===== src/rtl/spp_pkg.sv =====
// ----------------------------------------------------------------------------
// spp_pkg: shared types and constants of the sonar proximity phrase builder
// Token codes, sensor vectors, bucket bounds and the distance bucket function.
// ----------------------------------------------------------------------------
package spp_pkg;

  localparam int SENSORS = 3;
  localparam int RANGE_W = 16;
  localparam int SUM_W   = 20;
  localparam int CODE_W  = 5;

  typedef logic [RANGE_W-1:0] range_t;
  typedef logic [SUM_W-1:0]   sum_t;
  typedef logic [CODE_W-1:0]  code_t;
  typedef logic [1:0]         cfg_idx_t;

  typedef range_t [SENSORS-1:0] range_vec_t;
  typedef sum_t   [SENSORS-1:0] sum_vec_t;

  typedef struct packed {
    code_t code;
    logic  last;
  } token_t;

  // Phrase tokens.
  localparam code_t TOKEN_FRONT  = 5'd0;
  localparam code_t TOKEN_LEFT   = 5'd1;
  localparam code_t TOKEN_RIGHT  = 5'd2;
  localparam code_t TOKEN_FAR    = 5'd4;
  localparam code_t TOKEN_CLOSE  = 5'd6;
  localparam code_t TOKEN_METRE1 = 5'd8;

  // Sensor order is left, front, right.
  localparam code_t SIDE_TOKEN [SENSORS] = '{TOKEN_LEFT, TOKEN_FRONT, TOKEN_RIGHT};

  // Configuration register indexes and reset values.
  localparam cfg_idx_t CFG_SPREAD = 2'd0;
  localparam cfg_idx_t CFG_NEAR   = 2'd1;
  localparam cfg_idx_t CFG_MODE   = 2'd2;
  localparam range_t   SPREAD_RESET = 16'd50;
  localparam range_t   NEAR_RESET   = 16'd80;

  // Distance buckets in centimeters.
  localparam range_t BUCKET_CLOSE_CM = 16'd50;
  localparam range_t BUCKET_FAR_CM   = 16'd1050;
  localparam int     BOUNDS = 9;
  localparam range_t BUCKET_BOUND [BOUNDS] = '{
    16'd150, 16'd250, 16'd350, 16'd450, 16'd550,
    16'd650, 16'd750, 16'd850, 16'd950
  };

  // Each crossed 100 cm bound adds one meter to the spoken distance.
  function automatic code_t bucket_code(range_t d);
    code_t step;
    code_t code;
    step = '0;
    for (int i = 0; i < BOUNDS; i++) begin
      if (d > BUCKET_BOUND[i]) begin
        step = step + 5'd1;
      end
    end
    if (d <= BUCKET_CLOSE_CM) begin
      code = TOKEN_CLOSE;
    end else if (d > BUCKET_FAR_CM) begin
      code = TOKEN_FAR;
    end else begin
      code = TOKEN_METRE1 + step;
    end
    return code;
  endfunction

endpackage


===== src/rtl/spp_accum.sv =====
// ----------------------------------------------------------------------------
// spp_accum: per-sensor sweep accumulator
// Keeps sum, minimum and maximum per sensor and hands off a finished group.
// ----------------------------------------------------------------------------
module spp_accum #(
  parameter int ROUNDS = 3
) (
  input  logic               clk,
  input  logic               rst_n,
  input  logic               in_valid,
  output logic               in_stall,
  input  spp_pkg::range_vec_t in_range,
  output logic               grp_valid,
  input  logic               grp_take,
  output spp_pkg::sum_vec_t   grp_sum,
  output spp_pkg::range_vec_t grp_spread
);
  import spp_pkg::*;

  localparam logic [3:0] LAST_SWEEP = 4'(ROUNDS - 1);

  logic [3:0] cnt_r, cnt_nxt;
  sum_vec_t   sum_r, sum_nxt;
  range_vec_t min_r, min_nxt;
  range_vec_t max_r, max_nxt;
  range_vec_t spread_nxt;
  logic       grp_vld_r, grp_vld_nxt;
  sum_vec_t   grp_sum_r;
  range_vec_t grp_spread_r;
  logic       first_sweep, last_sweep, accept;

  assign first_sweep = (cnt_r == 4'd0);
  assign last_sweep  = (cnt_r == LAST_SWEEP);

  // Only the sweep that closes a group needs room downstream.
  assign in_stall = last_sweep && grp_vld_r && !grp_take;
  assign accept   = in_valid && !in_stall;

  always_comb begin
    for (int s = 0; s < SENSORS; s++) begin
      if (first_sweep) begin
        sum_nxt[s] = SUM_W'(in_range[s]);
        min_nxt[s] = in_range[s];
        max_nxt[s] = in_range[s];
      end else begin
        sum_nxt[s] = sum_r[s] + SUM_W'(in_range[s]);
        min_nxt[s] = (in_range[s] < min_r[s]) ? in_range[s] : min_r[s];
        max_nxt[s] = (in_range[s] > max_r[s]) ? in_range[s] : max_r[s];
      end
      spread_nxt[s] = max_nxt[s] - min_nxt[s];
    end
  end

  always_comb begin
    cnt_nxt = cnt_r;
    if (accept) begin
      cnt_nxt = last_sweep ? 4'd0 : cnt_r + 4'd1;
    end
    grp_vld_nxt = grp_vld_r;
    if (accept && last_sweep) begin
      grp_vld_nxt = 1'b1;
    end else if (grp_take) begin
      grp_vld_nxt = 1'b0;
    end
  end

  always_ff @(posedge clk) begin
    if (!rst_n) begin
      cnt_r     <= '0;
      grp_vld_r <= 1'b0;
    end else begin
      cnt_r     <= cnt_nxt;
      grp_vld_r <= grp_vld_nxt;
    end
  end

  always_ff @(posedge clk) begin
    if (accept) begin
      sum_r <= sum_nxt;
      min_r <= min_nxt;
      max_r <= max_nxt;
    end
    if (accept && last_sweep) begin
      grp_sum_r    <= sum_nxt;
      grp_spread_r <= spread_nxt;
    end
  end

  assign grp_valid  = grp_vld_r;
  assign grp_sum    = grp_sum_r;
  assign grp_spread = grp_spread_r;

endmodule


===== src/rtl/spp_dist.sv =====
// ----------------------------------------------------------------------------
// spp_dist: group distance stage
// Averages each sensor by a reciprocal multiply and applies the spread check.
// ----------------------------------------------------------------------------
module spp_dist #(
  parameter int ROUNDS = 3
) (
  input  logic               clk,
  input  logic               rst_n,
  input  logic               grp_valid,
  output logic               grp_take,
  input  spp_pkg::sum_vec_t   grp_sum,
  input  spp_pkg::range_vec_t grp_spread,
  input  spp_pkg::range_t     spread_limit,
  output logic               d_valid,
  input  logic               d_take,
  output spp_pkg::range_vec_t d_dist
);
  import spp_pkg::*;

  // Rounded-up reciprocal; exact for every sum below 2**SUM_W.
  localparam int DIV_SHIFT = SUM_W + $clog2(ROUNDS);
  localparam int MUL_W     = DIV_SHIFT + 1;
  localparam int PROD_W    = SUM_W + MUL_W;
  localparam logic [MUL_W-1:0] DIV_MUL =
    MUL_W'(((64'd1 << DIV_SHIFT) + 64'(ROUNDS) - 64'd1) / 64'(ROUNDS));

  logic [PROD_W-1:0] prod [SENSORS];
  range_vec_t        dist_nxt;
  range_vec_t        dist_r;
  logic              d_vld_r, d_vld_nxt;

  always_comb begin
    for (int s = 0; s < SENSORS; s++) begin
      prod[s] = PROD_W'(grp_sum[s]) * PROD_W'(DIV_MUL);
      if (grp_spread[s] > spread_limit) begin
        dist_nxt[s] = '0;
      end else begin
        dist_nxt[s] = prod[s][DIV_SHIFT +: RANGE_W];
      end
    end
  end

  assign grp_take = grp_valid && (!d_vld_r || d_take);

  always_comb begin
    d_vld_nxt = d_vld_r;
    if (grp_take) begin
      d_vld_nxt = 1'b1;
    end else if (d_take) begin
      d_vld_nxt = 1'b0;
    end
  end

  always_ff @(posedge clk) begin
    if (!rst_n) begin
      d_vld_r <= 1'b0;
    end else begin
      d_vld_r <= d_vld_nxt;
    end
  end

  always_ff @(posedge clk) begin
    if (grp_take) begin
      dist_r <= dist_nxt;
    end
  end

  assign d_valid = d_vld_r;
  assign d_dist  = dist_r;

endmodule


===== src/rtl/spp_phrase.sv =====
// ----------------------------------------------------------------------------
// spp_phrase: phrase builder and token serializer
// Turns three distances into a token list and sends one token per item.
// ----------------------------------------------------------------------------
module spp_phrase (
  input  logic               clk,
  input  logic               rst_n,
  input  logic               d_valid,
  output logic               d_take,
  input  spp_pkg::range_vec_t d_dist,
  input  spp_pkg::range_t     near_limit,
  input  logic               panorama_mode,
  output logic               out_valid,
  input  logic               out_stall,
  output spp_pkg::code_t      out_track_code,
  output logic               out_last_token
);
  import spp_pkg::*;

  localparam int MAX_TOK = 2 * SENSORS;

  token_t     tok_r   [MAX_TOK];
  token_t     tok_nxt [MAX_TOK];
  logic [2:0] cnt_nxt;
  logic [2:0] ph_cnt_r;
  logic [2:0] ph_idx_r;
  logic       ph_vld_r;
  logic       final_tok, out_acc, ph_free;

  always_comb begin
    for (int k = 0; k < MAX_TOK; k++) begin
      tok_nxt[k] = '0;
    end
    cnt_nxt = '0;
    if (panorama_mode) begin
      for (int s = 0; s < SENSORS; s++) begin
        tok_nxt[2*s]   = '{code: SIDE_TOKEN[s], last: 1'b0};
        tok_nxt[2*s+1] = '{code: bucket_code(d_dist[s]), last: (s == SENSORS - 1)};
      end
      cnt_nxt = 3'(MAX_TOK);
    end else begin
      // Near sensors are compacted to the front of the list, in sensor order.
      for (int s = 0; s < SENSORS; s++) begin
        if (d_dist[s] < near_limit) begin
          tok_nxt[cnt_nxt] = '{code: SIDE_TOKEN[s], last: 1'b0};
          cnt_nxt = cnt_nxt + 3'd1;
        end
      end
      if (cnt_nxt != 3'd0) begin
        tok_nxt[cnt_nxt] = '{code: TOKEN_CLOSE, last: 1'b1};
        cnt_nxt = cnt_nxt + 3'd1;
      end
    end
  end

  assign final_tok = (ph_idx_r == ph_cnt_r - 3'd1);
  assign out_acc   = ph_vld_r && !out_stall;
  assign ph_free   = !ph_vld_r || (out_acc && final_tok);
  assign d_take    = d_valid && ph_free;

  always_ff @(posedge clk) begin
    if (!rst_n) begin
      ph_vld_r <= 1'b0;
      ph_idx_r <= '0;
      ph_cnt_r <= '0;
    end else if (d_take) begin
      ph_vld_r <= (cnt_nxt != 3'd0);
      ph_idx_r <= '0;
      ph_cnt_r <= cnt_nxt;
    end else if (out_acc) begin
      if (final_tok) begin
        ph_vld_r <= 1'b0;
      end else begin
        ph_idx_r <= ph_idx_r + 3'd1;
      end
    end
  end

  always_ff @(posedge clk) begin
    if (d_take) begin
      tok_r <= tok_nxt;
    end
  end

  assign out_valid      = ph_vld_r;
  assign out_track_code = tok_r[ph_idx_r].code;
  assign out_last_token = tok_r[ph_idx_r].last;

endmodule


===== src/rtl/sonar_proximity_phrase_builder.sv =====
// ----------------------------------------------------------------------------
// sonar_proximity_phrase_builder: top level
// Groups sonar sweeps, averages them and speaks a proximity phrase as tokens.
// ----------------------------------------------------------------------------
// Path: after the sweep that closes a group is accepted, the first token of its
// phrase passes the accumulate, average and phrase registers. Throughput: one
// sweep per cycle; a group yields up to six tokens, sent one per cycle unless
// stalled, so the input stalls only on a closing sweep while a phrase drains.
// Reset: synchronous, active low; clears all pipeline valids and the sweep
// count, and loads the register defaults (spread 50, near 80, continuous mode).
module sonar_proximity_phrase_builder #(
  parameter int ROUNDS = 3
) (
  input  logic              clk,
  input  logic              rst_n,
  input  logic              in_valid,
  output logic              in_stall,
  input  spp_pkg::range_t    in_left_range,
  input  spp_pkg::range_t    in_front_range,
  input  spp_pkg::range_t    in_right_range,
  output logic              out_valid,
  input  logic              out_stall,
  output spp_pkg::code_t     out_track_code,
  output logic              out_last_token,
  input  logic              cfg_valid,
  output logic              cfg_ready,
  input  spp_pkg::cfg_idx_t  cfg_index,
  input  spp_pkg::range_t    cfg_data
);
  import spp_pkg::*;

  // Configuration registers. Writes are always taken; an index past the
  // register list is dropped.
  range_t spread_limit_r;
  range_t near_limit_r;
  logic   panorama_mode_r;

  assign cfg_ready = 1'b1;

  always_ff @(posedge clk) begin
    if (!rst_n) begin
      spread_limit_r  <= SPREAD_RESET;
      near_limit_r    <= NEAR_RESET;
      panorama_mode_r <= 1'b0;
    end else if (cfg_valid && cfg_ready) begin
      case (cfg_index)
        CFG_SPREAD: spread_limit_r  <= cfg_data;
        CFG_NEAR:   near_limit_r    <= cfg_data;
        CFG_MODE:   panorama_mode_r <= cfg_data[0];
        default: begin
        end
      endcase
    end
  end

  // Sensor vector: index 0 is left, 1 is front, 2 is right.
  range_vec_t in_range;
  assign in_range[0] = in_left_range;
  assign in_range[1] = in_front_range;
  assign in_range[2] = in_right_range;

  logic       grp_valid, grp_take;
  sum_vec_t   grp_sum;
  range_vec_t grp_spread;
  logic       d_valid, d_take;
  range_vec_t d_dist;

  // Stage one: running sums and extremes; a closing sweep snapshots the group.
  spp_accum #(
    .ROUNDS(ROUNDS)
  ) u_accum (
    .clk        (clk),
    .rst_n      (rst_n),
    .in_valid   (in_valid),
    .in_stall   (in_stall),
    .in_range   (in_range),
    .grp_valid  (grp_valid),
    .grp_take   (grp_take),
    .grp_sum    (grp_sum),
    .grp_spread (grp_spread)
  );

  // Stage two: average by reciprocal multiply, zero on excessive spread.
  spp_dist #(
    .ROUNDS(ROUNDS)
  ) u_dist (
    .clk          (clk),
    .rst_n        (rst_n),
    .grp_valid    (grp_valid),
    .grp_take     (grp_take),
    .grp_sum      (grp_sum),
    .grp_spread   (grp_spread),
    .spread_limit (spread_limit_r),
    .d_valid      (d_valid),
    .d_take       (d_take),
    .d_dist       (d_dist)
  );

  // Stage three: build the token list and send it out one item at a time.
  // A group with nothing to say leaves no phrase behind.
  spp_phrase u_phrase (
    .clk            (clk),
    .rst_n          (rst_n),
    .d_valid        (d_valid),
    .d_take         (d_take),
    .d_dist         (d_dist),
    .near_limit     (near_limit_r),
    .panorama_mode  (panorama_mode_r),
    .out_valid      (out_valid),
    .out_stall      (out_stall),
    .out_track_code (out_track_code),
    .out_last_token (out_last_token)
  );

endmodule


===== config.mk =====
export PLATFORM = sky130hd
export DESIGN_NAME = sonar_proximity_phrase_builder
export DESIGN_NICKNAME = d
export VERILOG_FILES = /design/src/rtl/spp_pkg.sv /design/src/rtl/spp_accum.sv /design/src/rtl/spp_dist.sv /design/src/rtl/spp_phrase.sv /design/src/rtl/sonar_proximity_phrase_builder.sv
export SDC_FILE = /design/constraint.sdc
export NUM_CORES = 2
export LEC_CHECK = 0
export BUFFER_PORTS_ARGS = -buffer_cell sky130_fd_sc_hd__buf_4
export CORE_MARGIN = 5
export CORE_UTILIZATION = 40
export DETAILED_ROUTE_END_ITERATION = 12
export GPL_ROUTABILITY_DRIVEN = 1
export PLACE_DENSITY = 0.66
export SYNTH_ARGS = -nofsm -noshare
export SYNTH_HDL_FRONTEND = slang
export SYNTH_SLANG_ARGS = --single-unit
export TNS_END_PERCENT = 1

===== constraint.sdc =====
create_clock -name clk -period 17.9 [get_ports clk]
set_input_delay 0 -clock clk [delete_from_list [all_inputs] [get_ports clk]]
set_output_delay 0 -clock clk [all_outputs]
set_load 0.05 [all_outputs]

Yosys cells after proc, flatten, opt, wreduce, memory -nomap -nowiden
Index checks and enable logic that the tools add are counted.

Order comparisons: 52. Bitwise gates (word level): 14. Equal/unequal tests: 4. Reductions and logical operators: 32. Muxes and demuxes: 108. $mul: 3. Add/subtract/negate cells: 39.

Operator list (number): 2-to-1 mux 5 bit (57); > comparator 16 x 10 -> 1 bit, second input constant (15); 2-to-1 mux 16 bit (12); 2-to-1 mux 36 bit (5); adder 5 x 1 -> 5 bit, second input constant (24); multiplier 20 x 20 -> 37 bit, second input constant (3); > comparator 16 bit (6); > comparator 16 x 8 -> 1 bit, second input constant (6); > comparator 16 x 9 -> 1 bit, second input constant (6); < comparator 16 bit (6); adder 20 x 16 -> 20 bit (3); 2-to-1 mux 20 bit (3); demux 6 bit (select 3 bit) (3); > comparator 16 x 11 -> 1 bit, second input constant (3); less-or-equal comparator 16 x 6 -> 1 bit, second input constant (3); subtractor 16 bit (3); bitwise AND 36 bit (1); 2-to-1 mux 6 bit (6); inverter 36 bit (1); bitwise AND 30 bit (1); 2-to-1 mux 30 bit (1); inverter 30 bit (1); 2-to-1 mux 3 bit (7); bitwise AND 18 bit (1); 28 further kinds (75).

Output and inout port bits: 9. Logic and storage cells: 291. Input bits: 71. Register bits after elaboration: 394.

Logic depth before layout (Yosys ltp)
Depth after elaboration: 31. Mapped depth: 29. Gate-level depth less buffers: 29.

Modules after synthesis
From an unflattened synthesis, not the netlist that was laid out.

Cells, all modules: 4722. Area total of the unflattened synthesis: 46794.9 sq um.

By module, submodules not included: spp_dist (sequential area each 1461.4 sq um, times used 1, area each 22869.4 sq um, cells an instance 2340); spp_accum (sequential area each 8027.7 sq um, times used 1, area each 16732.3 sq um, cells an instance 1513); spp_phrase (sequential area each 890.9 sq um, times used 1, area each 5873.1 sq um, cells an instance 736); sonar_proximity_phrase_builder (sequential area each 660.6 sq um, times used 1, area each 1320.0 sq um, cells an instance 133).

Worst setup path before layout
OpenSTA, ideal clock, no wires.

Path type: reg2reg. Start point: register u_phrase.ph_idx_r[2]. End point: register u_accum.grp_spread_r (netlist bit u_accum.grp_spread[0]) (enable). Library setup time: 590 ps. Buffers on the path: 1. Arrival: 13550 ps. Slack: 3760 ps. Stages on the path, launching flop included: 11. Cell sequence: dfxtp_1 clkbuf_1 xor2_1 xnor2_1 nand3_1 o21ai_0 nor2_1 nand2_1 nor2_1 nor2b_1 nor2b_1.

Word-level cells in the longest chain between the ends: 11.

RTL lines: from (decl) (line spp_phrase.sv:26) `logic [2:0] ph_idx_r;`; from (signal assigned) (line spp_phrase.sv:74) `ph_idx_r <= ph_idx_r + 3'd1;`; == test 3 bit (line spp_phrase.sv:56) `assign final_tok = (ph_idx_r == ph_cnt_r - 3'd1);`; logical AND 1 bit (line spp_phrase.sv:58) `assign ph_free = !ph_vld_r || (out_acc && final_tok);`; logical OR 1 bit (line spp_phrase.sv:58); logical AND 1 bit (line spp_phrase.sv:59) `assign d_take = d_valid && ph_free;`; logical OR 1 bit (line spp_dist.sv:44) `assign grp_take = grp_valid && (!d_vld_r || d_take);`; logical AND 1 bit (line spp_dist.sv:44); logical NOT 1 bit (line spp_accum.sv:36) `assign in_stall = last_sweep && grp_vld_r && !grp_take;`; logical AND 1 bit (line spp_accum.sv:36); via in_stall (line sonar_proximity_phrase_builder.sv:17) `output logic in_stall,`; logical NOT 1 bit (line spp_accum.sv:37) `assign accept = in_valid && !in_stall;`; logical AND 1 bit (line spp_accum.sv:37); via u_accum.accept (line spp_accum.sv:30) `logic first_sweep, last_sweep, accept;`; logical AND 1 bit (line spp_accum.sv:83) `if (accept && last_sweep) begin`; to (signal assigned) (line spp_accum.sv:85) `grp_spread_r <= spread_nxt;`; to (decl) (line spp_accum.sv:29) `range_vec_t grp_spread_r;`.

The timed path passes the listed nets, and every way through them passes these cells. A chain may end at the register's enable or synchronous reset.

Final worst setup path
Start point: register u_accum.grp_sum_r (netlist bit u_accum.grp_sum[21]). End point: register u_dist.dist_r (netlist bit u_dist.d_dist[30]) (data pin).

Word-level cells in the longest chain between the ends: 1.

RTL lines: from (decl) (line spp_accum.sv:28) `sum_vec_t grp_sum_r;`; from (signal assigned) (line spp_accum.sv:84) `grp_sum_r <= sum_nxt;`; multiplier 20 x 20 -> 37 bit (line spp_dist.sv:35) `prod[s] = PROD_W'(grp_sum[s]) * PROD_W'(DIV_MUL);`; to (signal assigned) (line spp_dist.sv:65) `dist_r <= dist_nxt;`; to (decl) (line spp_dist.sv:30) `range_vec_t dist_r;`.

Every way passes these cells.

==> impl_metrics.env <==
export IMPL_root_buffer="clkbuf_16"
export IMPL_num_vias=31900
export IMPL_power_ir_vdd_worst_v=0.0000770
export IMPL_grt_pass1_wl_um=174000
export IMPL_maxCapViolations=0
export IMPL_setup_viol=0
export IMPL_cts_buffers=47
export IMPL_clkSlewWorstSetupHoldPaths_ns=0.06
export IMPL_rsz0062_at_grt="no"
export IMPL_total_power_mw=4.86
export IMPL_r2r_end="u_dist.d_dist[30]"
export IMPL_dr_pass1_iters=6
export IMPL_synth_distinct_cells=105
export IMPL_dp_hpwl_um=88800
export IMPL_cts_sinks=383
export IMPL_io_pins=80
export IMPL_syn2layout_area_growth_pct=10.6
export IMPL_die_h_um=346
export IMPL_hp_class="in -> reg"
export IMPL_outcome="finished, final reports clean"
export IMPL_via_per_inst=5.11
export IMPL_layout_common_cells="958 x inv_1, 823 x ha_1, 409 x fa_1"
export IMPL_dp_slack_ns=10.52
export IMPL_regToRegStartpoint="u_accum.grp_sum[21]"
export IMPL_fin_area_um2=50000
export IMPL_clk_path_buf_depth=3
export IMPL_report_final_slew_viol_count=0
export IMPL_critPathCaptureType="flop"
export IMPL_power_switching_mw=1.94
export IMPL_fp_row_count=123
export IMPL_yosys_most_used_dff="edfxtp_1"
export IMPL_critPathKind="reg -> reg"
export IMPL_cts_max_level=2
export IMPL_reg2reg_setup_slack_ns=10.48
export IMPL_final_nets=6008
export IMPL_synth_cells=4555
export IMPL_cp_data_required_time_ns=18.25
export IMPL_fin_setup_tns_ns=0
export IMPL_wl_per_cell_um=17.1
export IMPL_crit_chain="ha_1 -> xor2_1 -> ha_1 -> inv_1 -> fa_1 -> inv_1 -> fa_1 -> fa_1 -> inv_1 -> fa_1 -> inv_1 -> ha_1 -> ha_1 -> a21oi_1 -> nor2b_1 -> o21ai_0 -> nand2b_1 -> a221o_1 -> a31o_2 -> a41o_1 -> o41ai_1 -> o21ai_0 -> xnor2_1 -> nor2_1"
export IMPL_wl_um=107000
export IMPL_seq_power_share_pct=23.4
export IMPL_nFillCells=10600
export IMPL_gp_congestion=0.928
export IMPL_overflow=0
export IMPL_postPlaceCellArea_um2=47600
export IMPL_arrival_ns=7.76
export IMPL_start_kind="flop"
export IMPL_max_freq_ghz=0.135
export IMPL_slew_headroom_pct=22.4
export IMPL_yosysSeqAreaShare_pct=24.4
export IMPL_ant_nets=0
export IMPL_hold_violations=0
export IMPL_leakage_nw=24.1
export IMPL_coreArea_um2=112000
export IMPL_clk_insertion_delay_late_ns=0.63
export IMPL_initial_utilization_pct=40.3
export IMPL_dr_first_iter_drc_count=1847
export IMPL_synth_seq_cells=383
export IMPL_cp_max_fo=7
export IMPL_crit_path_start="u_accum.grp_sum[21]"
export IMPL_grt_max_degree=67
export IMPL_io_buffers=78
export IMPL_grtUsageTotal_pct=17.8
export IMPL_combPwrFrac_pct=55.6
export IMPL_powerDensity_nw_per_um2=97.1
export IMPL_die_w_um=346
export IMPL_period_minus_slack_ns=7.42
export IMPL_finalCritPeriodShare_pct=41.4
export IMPL_switching_share_pct=40.0
export IMPL_fin_cells=6248
export IMPL_synth_warnings=0
export IMPL_die_area_um2=120000
export IMPL_drc=0
export IMPL_worst_slew_pin_slew_ns=1.16
export IMPL_synth_edf_count=337
export IMPL_avgSynthCellArea_um2=9.93
export IMPL_cts_tree="yes"
export IMPL_place_inst=6084
export IMPL_grt_pass1_vias=32500
export IMPL_async_flop_share_pct=0
export IMPL_cts_resized=0
export IMPL_crit_path_top_delay_cell="o41ai_1"
export IMPL_drive_gt1_share_pct=5.54
export IMPL_antenna_found_initial=9
export IMPL_synth_nets=5858
export IMPL_setup_ws_ns=10.48
export IMPL_netlist_area_um2=45200
export IMPL_reg2reg_depth=24
export IMPL_cpPeakStageDelay_ns=0.79
export IMPL_mostFrequentLayoutCell="inv_1"
export IMPL_clkPwrFrac_pct=21.0
export IMPL_worstSetupEndpoint="u_dist.d_dist[30]"
export IMPL_cell_internal_pwr_mw=2.92
export IMPL_fin_skew_ns=0.0442
-- critical path, delay by kind of cell, from the launching register on --
kind | cells | cell delay (ns)
buf+inv | 4 | 0.21
compound gates | 7 | 2.22
xor+xnor | 2 | 0.62
fa+ha+maj | 8 | 3.37
flops | 1 | 0.53
simple gates | 3 | 0.22
-- worst min path at each step --
| stage | depth (start not counted) | slack, ns | from | end |
|---|---|---|---|---|
| 6_report | 4 | 0.26 | cfg_data[13] | near_limit_r[13] |
| 4_1_cts | 4 | 0.21 | cfg_data[1] | spread_limit_r[1] |
| 2_1_floorplan | 2 | 0.14 | cfg_data[10] | near_limit_r[10] |
| 3_5_place_dp | 3 | 0.29 | cfg_data[4] | near_limit_r[4] |
| 3_3_place_gp | 3 | 0.30 | cfg_data[4] | spread_limit_r[4] |
| 5_1_grt | 4 | 0.23 | cfg_data[4] | spread_limit_r[4] |
-- cell families (layout without fill, tap and decap cells) --
logic type / Yosys count / in the layout / share of synthesized area, %
adders and majority gates: 1234 / 1234 / 40.9
buffers and inverters: 1025 / 1214 / 8.53
and+or+nand+nor: 870 / 870 / 9.25
AOI/OAI and AO/OA: 777 / 777 / 11.2
DFF: 383 / 383 / 24.4
xor gates and xnor gates: 198 / 198 / 4.04
muxes: 67 / 67 / 1.65
other: 1 / 5 / 0.00829
-- what timing repair did --
action,4_1_cts,5_1_grt
hold buffers,72,0
buffers inserted,0,0
endpoints found under the hold margin,251,0
-- Yosys cell counts (10+ instances only) --
cell	number	share of area, %
o2111ai_1	11	0.21
or4_1	10	0.17
mux2_2	23	0.57
nor2b_1	43	0.59
o21a_1	45	0.75
xnor2_1	106	2.1
nor4_1	10	0.14
clkbuf_1	61	0.51
o21ai_0	159	1.8
a211o_1	14	0.27
and2_1	41	0.57
a21oi_1	224	2.5
o21bai_1	14	0.23
edfxtp_1	337	22
or2_2	17	0.24
a211oi_1	20	0.33
nand4_1	40	0.55
a21o_1	104	1.7
nand2b_1	34	0.47
dfxtp_1	46	2.0
nor3_1	60	0.66
nand3_1	50	0.55
a21boi_0	26	0.43
ha_1	823	23
nor2_1	237	2.0
or3_1	14	0.19
o211ai_1	15	0.25
xor2_1	84	1.6
and3_1	21	0.29
fa_1	409	18
mux2i_1	38	0.84
inv_1	958	8.0
o31ai_1	19	0.32
nand2_1	256	2.1
a31oi_1	25	0.35
-- state kept, by name, summed over array words and instances (netlist names) --
name and cells:
u_accum.max_r 48, u_dist.d_valid 1, u_accum.sum_r 60, panorama_mode_r 1, u_accum.grp_valid 1, u_accum.cnt_r 4
spread_limit_r 16, u_phrase.out_valid 1, u_dist.d_dist 48, u_phrase.tok_r 25, u_accum.grp_spread 48, u_accum.grp_sum 60
near_limit_r 16, u_phrase.ph_idx_r 3, u_accum.min_r 48, u_phrase.ph_cnt_r 3
-- layer usage --
layer	GRT usage (%)	share of wire [%]	vias up
met2	28.8	45	610
met5	0	0.050	-
met4	3.80	2.0	8
met1	25.4	48	15500
met3	2.61	5.2	129
li1	-	-	15700
-- power groups by stage --
stage / Combinational (mW) / Clock (mW) / Sequential, mW
2_1_floorplan: 2.07 / 0 / 1.14
3_3_place_gp: 2.62 / 0 / 1.15
3_5_place_dp: 2.68 / 0 / 1.15
4_1_cts: 2.72 / 1.05 / 1.13
5_1_grt: 3.13 / 1.08 / 1.14
6_report: 2.70 / 1.02 / 1.13
-- through the flow --
step                      hold WS, ns  util, %
after global placement          0.301     42.4
after CTS                       0.207     44.5
after detailed placement        0.294     42.4
after floorplan                 0.136        -
after global routing            0.231     44.5
final                           0.256     44.5
-- layout make-up --
class                   instances  area, um^2  area share (%)
diodes                          4        10.0          0.0200
repair buffers                165        1420            2.84
inverters                     961        3610            7.21
flip-flops and latches        383       11000            22.1
well taps                    1500        1880            3.75
clock inverters                29         375           0.751
multi-input cells            3147       30400            60.8
clock buffers                  59        1280            2.55
Note: power is estimated with default switching activity, not from simulation.
